<file path="src/sv/mbw_pkg.sv">
// ----------------------------------------------------------------------------
// mbw_pkg - shared types and constants of the write-register frame builder
// Action and status codes, the queued job word and the CRC-16 byte update.
// ----------------------------------------------------------------------------
`timescale 1ns / 1ps

package mbw_pkg;

  // reply collection limit (default of the top-level parameter)
  localparam int MBW_REPLY_MAX_BYTES = 10;

  // configuration register reset values
  localparam logic [7:0]  MBW_ADDR_RESET   = 8'hFF;
  localparam logic [7:0]  MBW_FUNC_RESET   = 8'h06;
  localparam logic [15:0] MBW_TARGET_RESET = 16'h00C2;

  // crc-16/modbus
  localparam logic [15:0] MBW_CRC_INIT = 16'hFFFF;
  localparam logic [15:0] MBW_CRC_POLY = 16'hA001;

  // lamp command range that sets a new value
  localparam logic [7:0] MBW_CMD_LOW  = 8'd3;
  localparam logic [7:0] MBW_CMD_HIGH = 8'd6;

  // index of the last byte of a request frame
  localparam logic [2:0] MBW_LAST_BYTE = 3'd7;

  // configuration register indexes
  typedef enum logic [1:0] {
    CFG_SLAVE_ADDRESS   = 2'd0,
    CFG_FUNCTION_CODE   = 2'd1,
    CFG_TARGET_REGISTER = 2'd2
  } cfg_index_t;

  // input actions
  typedef enum logic [1:0] {
    ACT_SEND    = 2'd0,
    ACT_REPLY   = 2'd1,
    ACT_TIMEOUT = 2'd2
  } action_t;

  // result kinds
  typedef enum logic {
    KIND_FRAME   = 1'b0,
    KIND_OUTCOME = 1'b1
  } kind_t;

  // reply check outcomes
  typedef enum logic [1:0] {
    ST_MISMATCH = 2'd0,
    ST_MATCH    = 2'd1,
    ST_NO_REPLY = 2'd2
  } status_t;

  // job handed from the front end to the frame sender
  typedef struct packed {
    kind_t       kind;
    logic [7:0]  slave_addr;
    logic [7:0]  func;
    logic [15:0] target;
    logic [7:0]  value_lo;
    status_t     status;
  } job_t;

  // one byte through the reflected crc-16
  function automatic logic [15:0] crc_byte(input logic [15:0] crc_in,
                                           input logic [7:0]  data);
    logic [15:0] crc;
    crc = crc_in ^ {8'h00, data};
    for (int k = 0; k < 8; k++) begin
      if (crc[0]) begin
        crc = (crc >> 1) ^ MBW_CRC_POLY;
      end else begin
        crc = crc >> 1;
      end
    end
    return crc;
  endfunction

endpackage

</file>
<file path="src/sv/mbw_front.sv">
// ----------------------------------------------------------------------------
// mbw_front - command and reply front end
// Holds the configuration registers, the lamp value and the reply collection,
// and turns each accepted word into a job for the frame sender.
// ----------------------------------------------------------------------------
`timescale 1ns / 1ps

module mbw_front #(
  parameter int REPLY_MAX_BYTES = mbw_pkg::MBW_REPLY_MAX_BYTES
) (
  input  logic              clk,
  input  logic              rst,
  // configuration
  input  logic              cfg_valid,
  input  logic [1:0]        cfg_index,
  input  logic [15:0]       cfg_data,
  // input word
  input  logic              accept,
  input  logic [1:0]        action,
  input  logic [7:0]        command_code,
  input  logic [7:0]        reply_byte,
  input  logic              reply_end,
  // job out
  output logic              push,
  output mbw_pkg::job_t     job
);
  import mbw_pkg::*;

  logic [7:0]  slave_address;
  logic [7:0]  function_code;
  logic [15:0] target_register;
  logic [2:0]  held_value;
  logic [2:0]  held_value_next;
  logic [7:0]  sent_reg_low;
  logic [7:0]  sent_reg_low_next;
  logic [3:0]  reply_count;
  logic [3:0]  reply_count_next;
  logic [7:0]  reply_third;
  logic [7:0]  reply_third_next;
  logic [7:0]  reply_fourth;
  logic [7:0]  reply_fourth_next;
  logic [7:0]  third_now;
  logic [7:0]  fourth_now;
  logic        in_window;

  // configuration registers
  always_ff @(posedge clk) begin
    if (rst) begin
      slave_address   <= MBW_ADDR_RESET;
      function_code   <= MBW_FUNC_RESET;
      target_register <= MBW_TARGET_RESET;
    end else if (cfg_valid) begin
      unique case (cfg_index)
        CFG_SLAVE_ADDRESS:   slave_address   <= cfg_data[7:0];
        CFG_FUNCTION_CODE:   function_code   <= cfg_data[7:0];
        CFG_TARGET_REGISTER: target_register <= cfg_data;
        default: ;
      endcase
    end
  end

  // reply byte capture for the current word
  always_comb begin
    in_window  = {1'b0, reply_count} < 5'(REPLY_MAX_BYTES);
    third_now  = (in_window && reply_count == 4'd3) ? reply_byte : reply_third;
    fourth_now = (in_window && reply_count == 4'd4) ? reply_byte : reply_fourth;
  end

  // classify the word, build the job and the next state
  always_comb begin
    held_value_next   = held_value;
    sent_reg_low_next = sent_reg_low;
    reply_count_next  = reply_count;
    reply_third_next  = reply_third;
    reply_fourth_next = reply_fourth;
    push              = 1'b0;
    job.kind          = KIND_OUTCOME;
    job.slave_addr    = slave_address;
    job.func          = function_code;
    job.target        = target_register;
    job.value_lo      = 8'h00;
    job.status        = ST_NO_REPLY;
    if (accept) begin
      unique case (action_t'(action))
        ACT_SEND: begin
          if (command_code >= MBW_CMD_LOW && command_code <= MBW_CMD_HIGH) begin
            held_value_next = command_code[2:0];
          end
          sent_reg_low_next = target_register[7:0];
          reply_count_next  = '0;
          reply_third_next  = '0;
          reply_fourth_next = '0;
          push              = 1'b1;
          job.kind          = KIND_FRAME;
          job.value_lo      = {5'd0, held_value_next};
        end
        ACT_REPLY: begin
          if (reply_end) begin
            // value high byte is always zero for the lamp codes
            push       = 1'b1;
            job.status = (third_now == sent_reg_low && fourth_now == 8'h00) ?
                         ST_MATCH : ST_MISMATCH;
            reply_count_next  = '0;
            reply_third_next  = '0;
            reply_fourth_next = '0;
          end else begin
            reply_third_next  = third_now;
            reply_fourth_next = fourth_now;
            if (in_window && reply_count != 4'hF) begin
              reply_count_next = reply_count + 4'd1;
            end
          end
        end
        ACT_TIMEOUT: begin
          push              = 1'b1;
          job.status        = ST_NO_REPLY;
          reply_count_next  = '0;
          reply_third_next  = '0;
          reply_fourth_next = '0;
        end
        default: ;
      endcase
    end
  end

  // lamp value and reply collection state
  always_ff @(posedge clk) begin
    if (rst) begin
      held_value   <= '0;
      sent_reg_low <= MBW_TARGET_RESET[7:0];
      reply_count  <= '0;
      reply_third  <= '0;
      reply_fourth <= '0;
    end else begin
      held_value   <= held_value_next;
      sent_reg_low <= sent_reg_low_next;
      reply_count  <= reply_count_next;
      reply_third  <= reply_third_next;
      reply_fourth <= reply_fourth_next;
    end
  end

endmodule

</file>
<file path="src/sv/mbw_queue.sv">
// ----------------------------------------------------------------------------
// mbw_queue - two-entry job queue
// Decouples the front end from the frame sender so each side stalls alone.
// ----------------------------------------------------------------------------
`timescale 1ns / 1ps

module mbw_queue (
  input  logic          clk,
  input  logic          rst,
  input  logic          push,
  input  mbw_pkg::job_t push_job,
  input  logic          pop,
  output logic          full,
  output logic          empty,
  output mbw_pkg::job_t head
);
  import mbw_pkg::*;

  job_t       entries [2];
  logic       wr_ptr;
  logic       rd_ptr;
  logic [1:0] count;

  assign full  = count == 2'd2;
  assign empty = count == 2'd0;
  assign head  = entries[rd_ptr];

  // entry storage
  always_ff @(posedge clk) begin
    if (push) begin
      entries[wr_ptr] <= push_job;
    end
  end

  // pointers and fill count
  always_ff @(posedge clk) begin
    if (rst) begin
      wr_ptr <= 1'b0;
      rd_ptr <= 1'b0;
      count  <= '0;
    end else begin
      if (push) begin
        wr_ptr <= ~wr_ptr;
      end
      if (pop) begin
        rd_ptr <= ~rd_ptr;
      end
      count <= count + {1'b0, push} - {1'b0, pop};
    end
  end

endmodule

</file>
<file path="src/sv/mbw_sender.sv">
// ----------------------------------------------------------------------------
// mbw_sender - frame serialiser with running crc
// Emits a queued job as eight frame bytes or one outcome word into an
// output register, updating the crc one byte per cycle unless the output stalls.
// ----------------------------------------------------------------------------
`timescale 1ns / 1ps

module mbw_sender (
  input  logic          clk,
  input  logic          rst,
  input  logic          empty,
  input  mbw_pkg::job_t head,
  output logic          pop,
  output logic          out_valid,
  input  logic          out_stall,
  output logic          result_kind,
  output logic [7:0]    frame_byte,
  output logic          frame_last,
  output logic [1:0]    reply_status
);
  import mbw_pkg::*;

  logic [2:0]  byte_idx;
  logic [15:0] crc;
  logic [15:0] crc_cur;
  logic [7:0]  byte_sel;
  logic        advance;
  logic        produce;

  assign advance = !out_valid || !out_stall;
  assign produce = advance && !empty;
  assign pop     = produce && (head.kind == KIND_OUTCOME || byte_idx == MBW_LAST_BYTE);
  assign crc_cur = (byte_idx == 3'd0) ? MBW_CRC_INIT : crc;

  // frame byte select
  always_comb begin
    unique case (byte_idx)
      3'd0: byte_sel = head.slave_addr;
      3'd1: byte_sel = head.func;
      3'd2: byte_sel = head.target[15:8];
      3'd3: byte_sel = head.target[7:0];
      3'd4: byte_sel = 8'h00;
      3'd5: byte_sel = head.value_lo;
      3'd6: byte_sel = crc_cur[7:0];
      3'd7: byte_sel = crc_cur[15:8];
    endcase
  end

  // byte position and crc
  always_ff @(posedge clk) begin
    if (rst) begin
      byte_idx <= '0;
    end else if (produce && head.kind == KIND_FRAME) begin
      byte_idx <= byte_idx + 3'd1;
    end
  end

  // crc covers the six header and value bytes only
  always_ff @(posedge clk) begin
    if (produce && head.kind == KIND_FRAME && byte_idx < 3'd6) begin
      crc <= crc_byte(crc_cur, byte_sel);
    end
  end

  // output register
  always_ff @(posedge clk) begin
    if (rst) begin
      out_valid <= 1'b0;
    end else if (advance) begin
      out_valid <= !empty;
    end
  end

  always_ff @(posedge clk) begin
    if (produce) begin
      result_kind <= head.kind;
      if (head.kind == KIND_FRAME) begin
        frame_byte   <= byte_sel;
        frame_last   <= byte_idx == MBW_LAST_BYTE;
        reply_status <= ST_MISMATCH;
      end else begin
        frame_byte   <= 8'h00;
        frame_last   <= 1'b1;
        reply_status <= head.status;
      end
    end
  end

endmodule

</file>
<file path="src/sv/modbus_write_register_frame.sv">
// ----------------------------------------------------------------------------
// modbus_write_register_frame - write-single-register request builder
// Builds Modbus RTU lamp requests with crc and checks the echoed reply.
// ----------------------------------------------------------------------------
// Usage:
//   Input words (in_valid / in_stall) carry an action: send a lamp command,
//   deliver one reply byte, or report a reply timeout. Result words
//   (out_valid / out_stall) are either request bytes (eight per send, the
//   last flagged by frame_last) or one reply check outcome.
//   Configuration writes (cfg_valid / cfg_ready, cfg_index, cfg_data) set the
//   slave address, function code and target register; cfg_ready is always
//   high and writes are expected only while the block is idle.
//   An accepted word passes through the job queue and the output register
//   before its first result is presented. One result word is given per
//   cycle while out_stall is low; a send occupies the output for its eight
//   bytes, set by the byte-per-cycle serialiser and its crc update.
//   Reply bytes without an end mark produce nothing.
//   A two-entry queue sits between the front end and the serialiser; input
//   stalls only when that queue is full.
//   Reset restores the register defaults, clears the lamp value and the reply
//   collection and empties the queue and output register.
//   While out_stall is high the presented result holds and queued jobs wait.
// ----------------------------------------------------------------------------
`timescale 1ns / 1ps

module modbus_write_register_frame #(
  parameter int REPLY_MAX_BYTES = mbw_pkg::MBW_REPLY_MAX_BYTES
) (
  input  logic        clk,
  input  logic        rst,
  // configuration
  input  logic        cfg_valid,
  output logic        cfg_ready,
  input  logic [1:0]  cfg_index,
  input  logic [15:0] cfg_data,
  // input words
  input  logic        in_valid,
  output logic        in_stall,
  input  logic [1:0]  action,
  input  logic [7:0]  command_code,
  input  logic [7:0]  reply_byte,
  input  logic        reply_end,
  // result words
  output logic        out_valid,
  input  logic        out_stall,
  output logic        result_kind,
  output logic [7:0]  frame_byte,
  output logic        frame_last,
  output logic [1:0]  reply_status
);
  import mbw_pkg::*;

  logic accept;
  logic push;
  logic pop;
  logic full;
  logic empty;
  job_t job;
  job_t head;

  assign cfg_ready = 1'b1;
  assign in_stall  = full;
  assign accept    = in_valid && !full;

  // front end
  mbw_front #(
    .REPLY_MAX_BYTES(REPLY_MAX_BYTES)
  ) u_front (
    .clk          (clk),
    .rst          (rst),
    .cfg_valid    (cfg_valid),
    .cfg_index    (cfg_index),
    .cfg_data     (cfg_data),
    .accept       (accept),
    .action       (action),
    .command_code (command_code),
    .reply_byte   (reply_byte),
    .reply_end    (reply_end),
    .push         (push),
    .job          (job)
  );

  // job queue
  mbw_queue u_queue (
    .clk      (clk),
    .rst      (rst),
    .push     (push),
    .push_job (job),
    .pop      (pop),
    .full     (full),
    .empty    (empty),
    .head     (head)
  );

  // frame serialiser
  mbw_sender u_sender (
    .clk          (clk),
    .rst          (rst),
    .empty        (empty),
    .head         (head),
    .pop          (pop),
    .out_valid    (out_valid),
    .out_stall    (out_stall),
    .result_kind  (result_kind),
    .frame_byte   (frame_byte),
    .frame_last   (frame_last),
    .reply_status (reply_status)
  );

endmodule
</file>
<file path="config.mk">
export PLATFORM = sky130hd
export DESIGN_NAME = modbus_write_register_frame
export DESIGN_NICKNAME = d
export VERILOG_FILES = /design/src/sv/mbw_pkg.sv /design/src/sv/mbw_front.sv /design/src/sv/mbw_queue.sv /design/src/sv/mbw_sender.sv /design/src/sv/modbus_write_register_frame.sv
export SDC_FILE = /design/constraint.sdc
export NUM_CORES = 1
export LEC_CHECK = 0
export BUFFER_PORTS_ARGS = -buffer_cell sky130_fd_sc_hd__buf_4
export CAP_MARGIN = 20
export CORE_ASPECT_RATIO = 1.1
export CORE_MARGIN = 5
export CORE_UTILIZATION = 30
export CTS_CLUSTER_DIAMETER = 40
export DETAILED_ROUTE_END_ITERATION = 7
export GPL_ROUTABILITY_DRIVEN = 0
export GPL_TIMING_DRIVEN = 0
export PLACE_DENSITY = 0.53
export SKIP_CTS_REPAIR_TIMING = 1
export SLEW_MARGIN = 20
export SYNTH_ARGS = -nofsm -noshare
export SYNTH_HDL_FRONTEND = slang
export SYNTH_SLANG_ARGS = --single-unit
</file>
<file path="constraint.sdc">
create_clock -name clk -period 4.3 [get_ports clk]
set_clock_uncertainty 0.05 [all_clocks]
set_input_delay 0.215 -clock clk [delete_from_list [all_inputs] [get_ports clk]]
set_output_delay 0.215 -clock clk [all_outputs]
set_load 0.03 [all_outputs]
</file>
==> impl_results.md <==
* Hold path cells at 3
* Row count at 61
* Hold path start: cfg_data[15]
* Pre-antenna DRT Iters at 4
* Netlist cell types at 63
* Top post-synthesis cells by area: edfxtp_1 (41%), dfxtp_1 (19%), mux2i_1 (5.9%)
* Peak VDD IR at 0.2867 mV
* Core Area at 25,110 µm²
* Gate Count Post-Synth at 648
* Seq cells post-synth at 176
* Layout area overhead at 20.80%
* Buffers on Ports at 54
* Ant diodes at 0
* Max_cap viols at 0
* GRT overflow at 0
* I/O pins at 57
* Root Buffer Master: clkbuf_16
* Unrepaired setup endpoints after global routing: false
* Clk pwr share at 28.3%
* FMAX at 267.1 MHz
* Cts bufs inserted at 17
* Worst Hold Endpoint: u_front.target_register[15]
* Cell with the most instances after synthesis: edfxtp_1
* Hold crit path type: in -> reg
* Endpoints failing setup at 0
* Critical path data required time at 4.54 ns
* P_sw at 1612 µW
* Synthesis warning total at 0
* Post-synth EDFFs at 104
* Clk_lat worst skew at 0.43 ns
* Clk slew on worst S/H paths at 0.07 ns
* Status: finished, violations left
* DR vias/cell at 4.771
* Htree depth at 4
* Vias at 5,105
* Register area share after synthesis at 59.98%
* Int Pwr at 3502 µW
* Async set or reset register ratio after synthesis at 0%
* First-pass GRT wire length at 29,380 µm
* Layout cells sized above 1 at 16.03%
* Pwr Density at 556.3 nW/µm²
* Initial drt markers at 332
* Final core utilization at 36.61%
* R2r setup slk at 0.56 ns
* Mapped Nets at 700
* Final hold violations at 1
* Post-synth top cells: edfxtp_1 (104), dfxtp_1 (72), nand2_1 (72)
* Syn Area/Cell at 11.74 µm²
* Placed cell area at 8497 µm²
* Worst reg2reg path endpoint: u_queue.count[1]
* Predominant post-synthesis flop cell: edfxtp_1
* Total wire length at 18,670 µm
* Fin. max-slew vios at 0
* Cell Area, Synth at 7610 µm²
* Antenna violations before repair at 0
* Post-route clock period utilization at 87.07%
* DP Wirelength at 13,820 µm
* Post-synth top area cell: edfxtp_1
* Crit path max fanout at 10
* Final hold slack at -0.004059 ns
* Critical path data arrival time at 3.98 ns
* Worst Setup End Kind: flip-flop
* CTS tree: yes
* Yosys top cell area share at 41.04%
* Routed length per placed instance at 17.45 µm
* Slew at the pin closest to its max-slew limit at 1.033 ns
* Flop pwr share at 42.7%
* Starting Density at 30.31%
* Die Ht at 177.0 µm
* Combinational power share at 28.9%
* R2R depth at 12
* Final instance area at 9193 µm²
* Antenna-violating nets left at 0
* Total track usage at 13.35%
* Die width at 161.9 µm
* Total die area at 28,650 µm²
* Switch share at 31.53%
* Minimum clock period at 3.744 ns
* CP Launch Type: flip-flop
* Clk sinks at 176
* Crit path kind: reg -> reg
* Largest net degree at the start of global routing at 22
* Vias in the first global route at 5,184
* Failing checks: negative hold slack
* Clock Tree Buf Depth at 2
* Layout Nets at 794
* Static leakage at 0.003209 µW
* Slew Limit Headroom at 30.26%
* Drt drc at 0
==> cell usage in the layout, fill, tap and decap left out, types with 6 or more instances in the layout <==
| master | n |
|---|---|
| xnor2_1 | 22 |
| inv_6 | 6 |
| clkbuf_1 | 21 |
| dfxtp_1 | 72 |
| mux2i_1 | 45 |
| a22oi_1 | 17 |
| nand3_1 | 10 |
| o21ai_0 | 11 |
| a211o_1 | 10 |
| nand2b_1 | 12 |
| o22ai_1 | 6 |
| clkbuf_16 | 17 |
| nand2_1 | 72 |
| ha_1 | 10 |
| buf_4 | 62 |
| a21oi_1 | 34 |
| nor2b_1 | 15 |
| mux2_2 | 9 |
| nor2_1 | 58 |
| a211oi_1 | 6 |
| dlygate4sd3_1 | 15 |
| inv_1 | 16 |
| nand3b_1 | 9 |
| xor2_1 | 17 |
| edfxtp_1 | 104 |
==> metrics by stage <==
step	setup WS, ns	TNS (ns)	std cells	hold WS [ns]	power (µW)
final	0.5561	0	1070	-0.004059	5114
after global routing	0.2108	0	1070	0.01550	5376
after CTS	0.4936	0	1055	-0.03840	5161
after detailed placement	0.5407	0	1023	0.3847	3715
after global placement	-1.455	-55.33	1017	0.3774	3683
after floorplan	0.4380	0	648	0.2829	3237
==> per-layer routing <==
metal	global-route usage, %	share of wire [%]
met1	16.98	45
met2	22.52	50
met3	3.121	3.5
met4	4.300	2.1
met5	0	0
==> sequential cells by signal, summed over array words and instances, names as in the netlist, named ones only <==
| register | cells |
|---|---|
| u_front.function_code | 8 |
| u_front.held_value | 3 |
| u_front.reply_count | 4 |
| u_front.reply_fourth | 8 |
| u_front.reply_third | 8 |
| u_front.sent_reg_low | 8 |
| u_front.slave_address | 8 |
| u_front.target_register | 16 |
| u_queue.count | 2 |
| u_queue.entries | 76 |
| u_queue.rd_ptr | 1 |
| u_queue.wr_ptr | 1 |
| u_sender.byte_idx | 3 |
| u_sender.crc | 16 |
| u_sender.frame_byte | 8 |
| u_sender.frame_last | 1 |
| u_sender.out_valid | 1 |
| u_sender.reply_status | 2 |
| u_sender.result_kind | 1 |
==> final cells by class <==
class / instances / area (µm²)
Clock buffer: 20 / 446.7
Multi-Input combinational cell: 427 / 2874
Timing Repair Buffer: 75 / 624.3
Tap cell: 315 / 394.1
Clock inverter: 12 / 98.84
Sequential cell: 176 / 4564
Inverter: 16 / 60.06
Fill cell: 2458 / 15920
Buffer: 29 / 130.1
==> worst max-delay path, cell delays in order, from the launching register on <==
cell and delay, ns:
dfxtp_1 0.38, buf_4 0.26, buf_2 0.35, buf_4 0.30
mux2i_1 0.84, nand2b_1 0.25, and2_1 0.30, ha_1 0.30
inv_1 0.04, ha_1 0.18, xnor2_1 0.16, xnor2_1 0.13
nor2_1 0.05
==> logic make-up after synthesis <==
family,count (synthesis),share of synthesized area (%)
and+or+nand+nor,208,13.27
DFF,176,59.98
AOI/OAI and AO/OA,112,9.980
muxes,54,7.251
buffers and inverters,45,2.499
xor gates and xnor gates,42,5.327
adders and majority gates,10,1.644
other,1,0.04928
==> worst max-delay path by stage <==
stage,endpoint,cells after the start,slack (ns),start
after floorplan,u_queue.entries[0][0],4,0.44,u_queue.count[1]
after global routing,u_queue.count[1],12,0.21,flip-flop
after global placement,u_queue.entries[0][19],4,-1.46,u_queue.count[1]
after detailed placement,u_queue.count[1],12,0.54,flip-flop
final,u_queue.count[1],12,0.56,flip-flop
after CTS,u_queue.count[1],12,0.49,flip-flop
==> power by group through the flow <==
stage                     combinational (µW)  sequential, µW  clock [µW]
after floorplan                          912            2320           0
after global placement                  1450            2230           0
after detailed placement                1490            2220           0
after CTS                               1490            2190        1480
after global routing                    1600            2210        1570
final                                   1480            2190        1450
(Power assumes the default switching activity.)
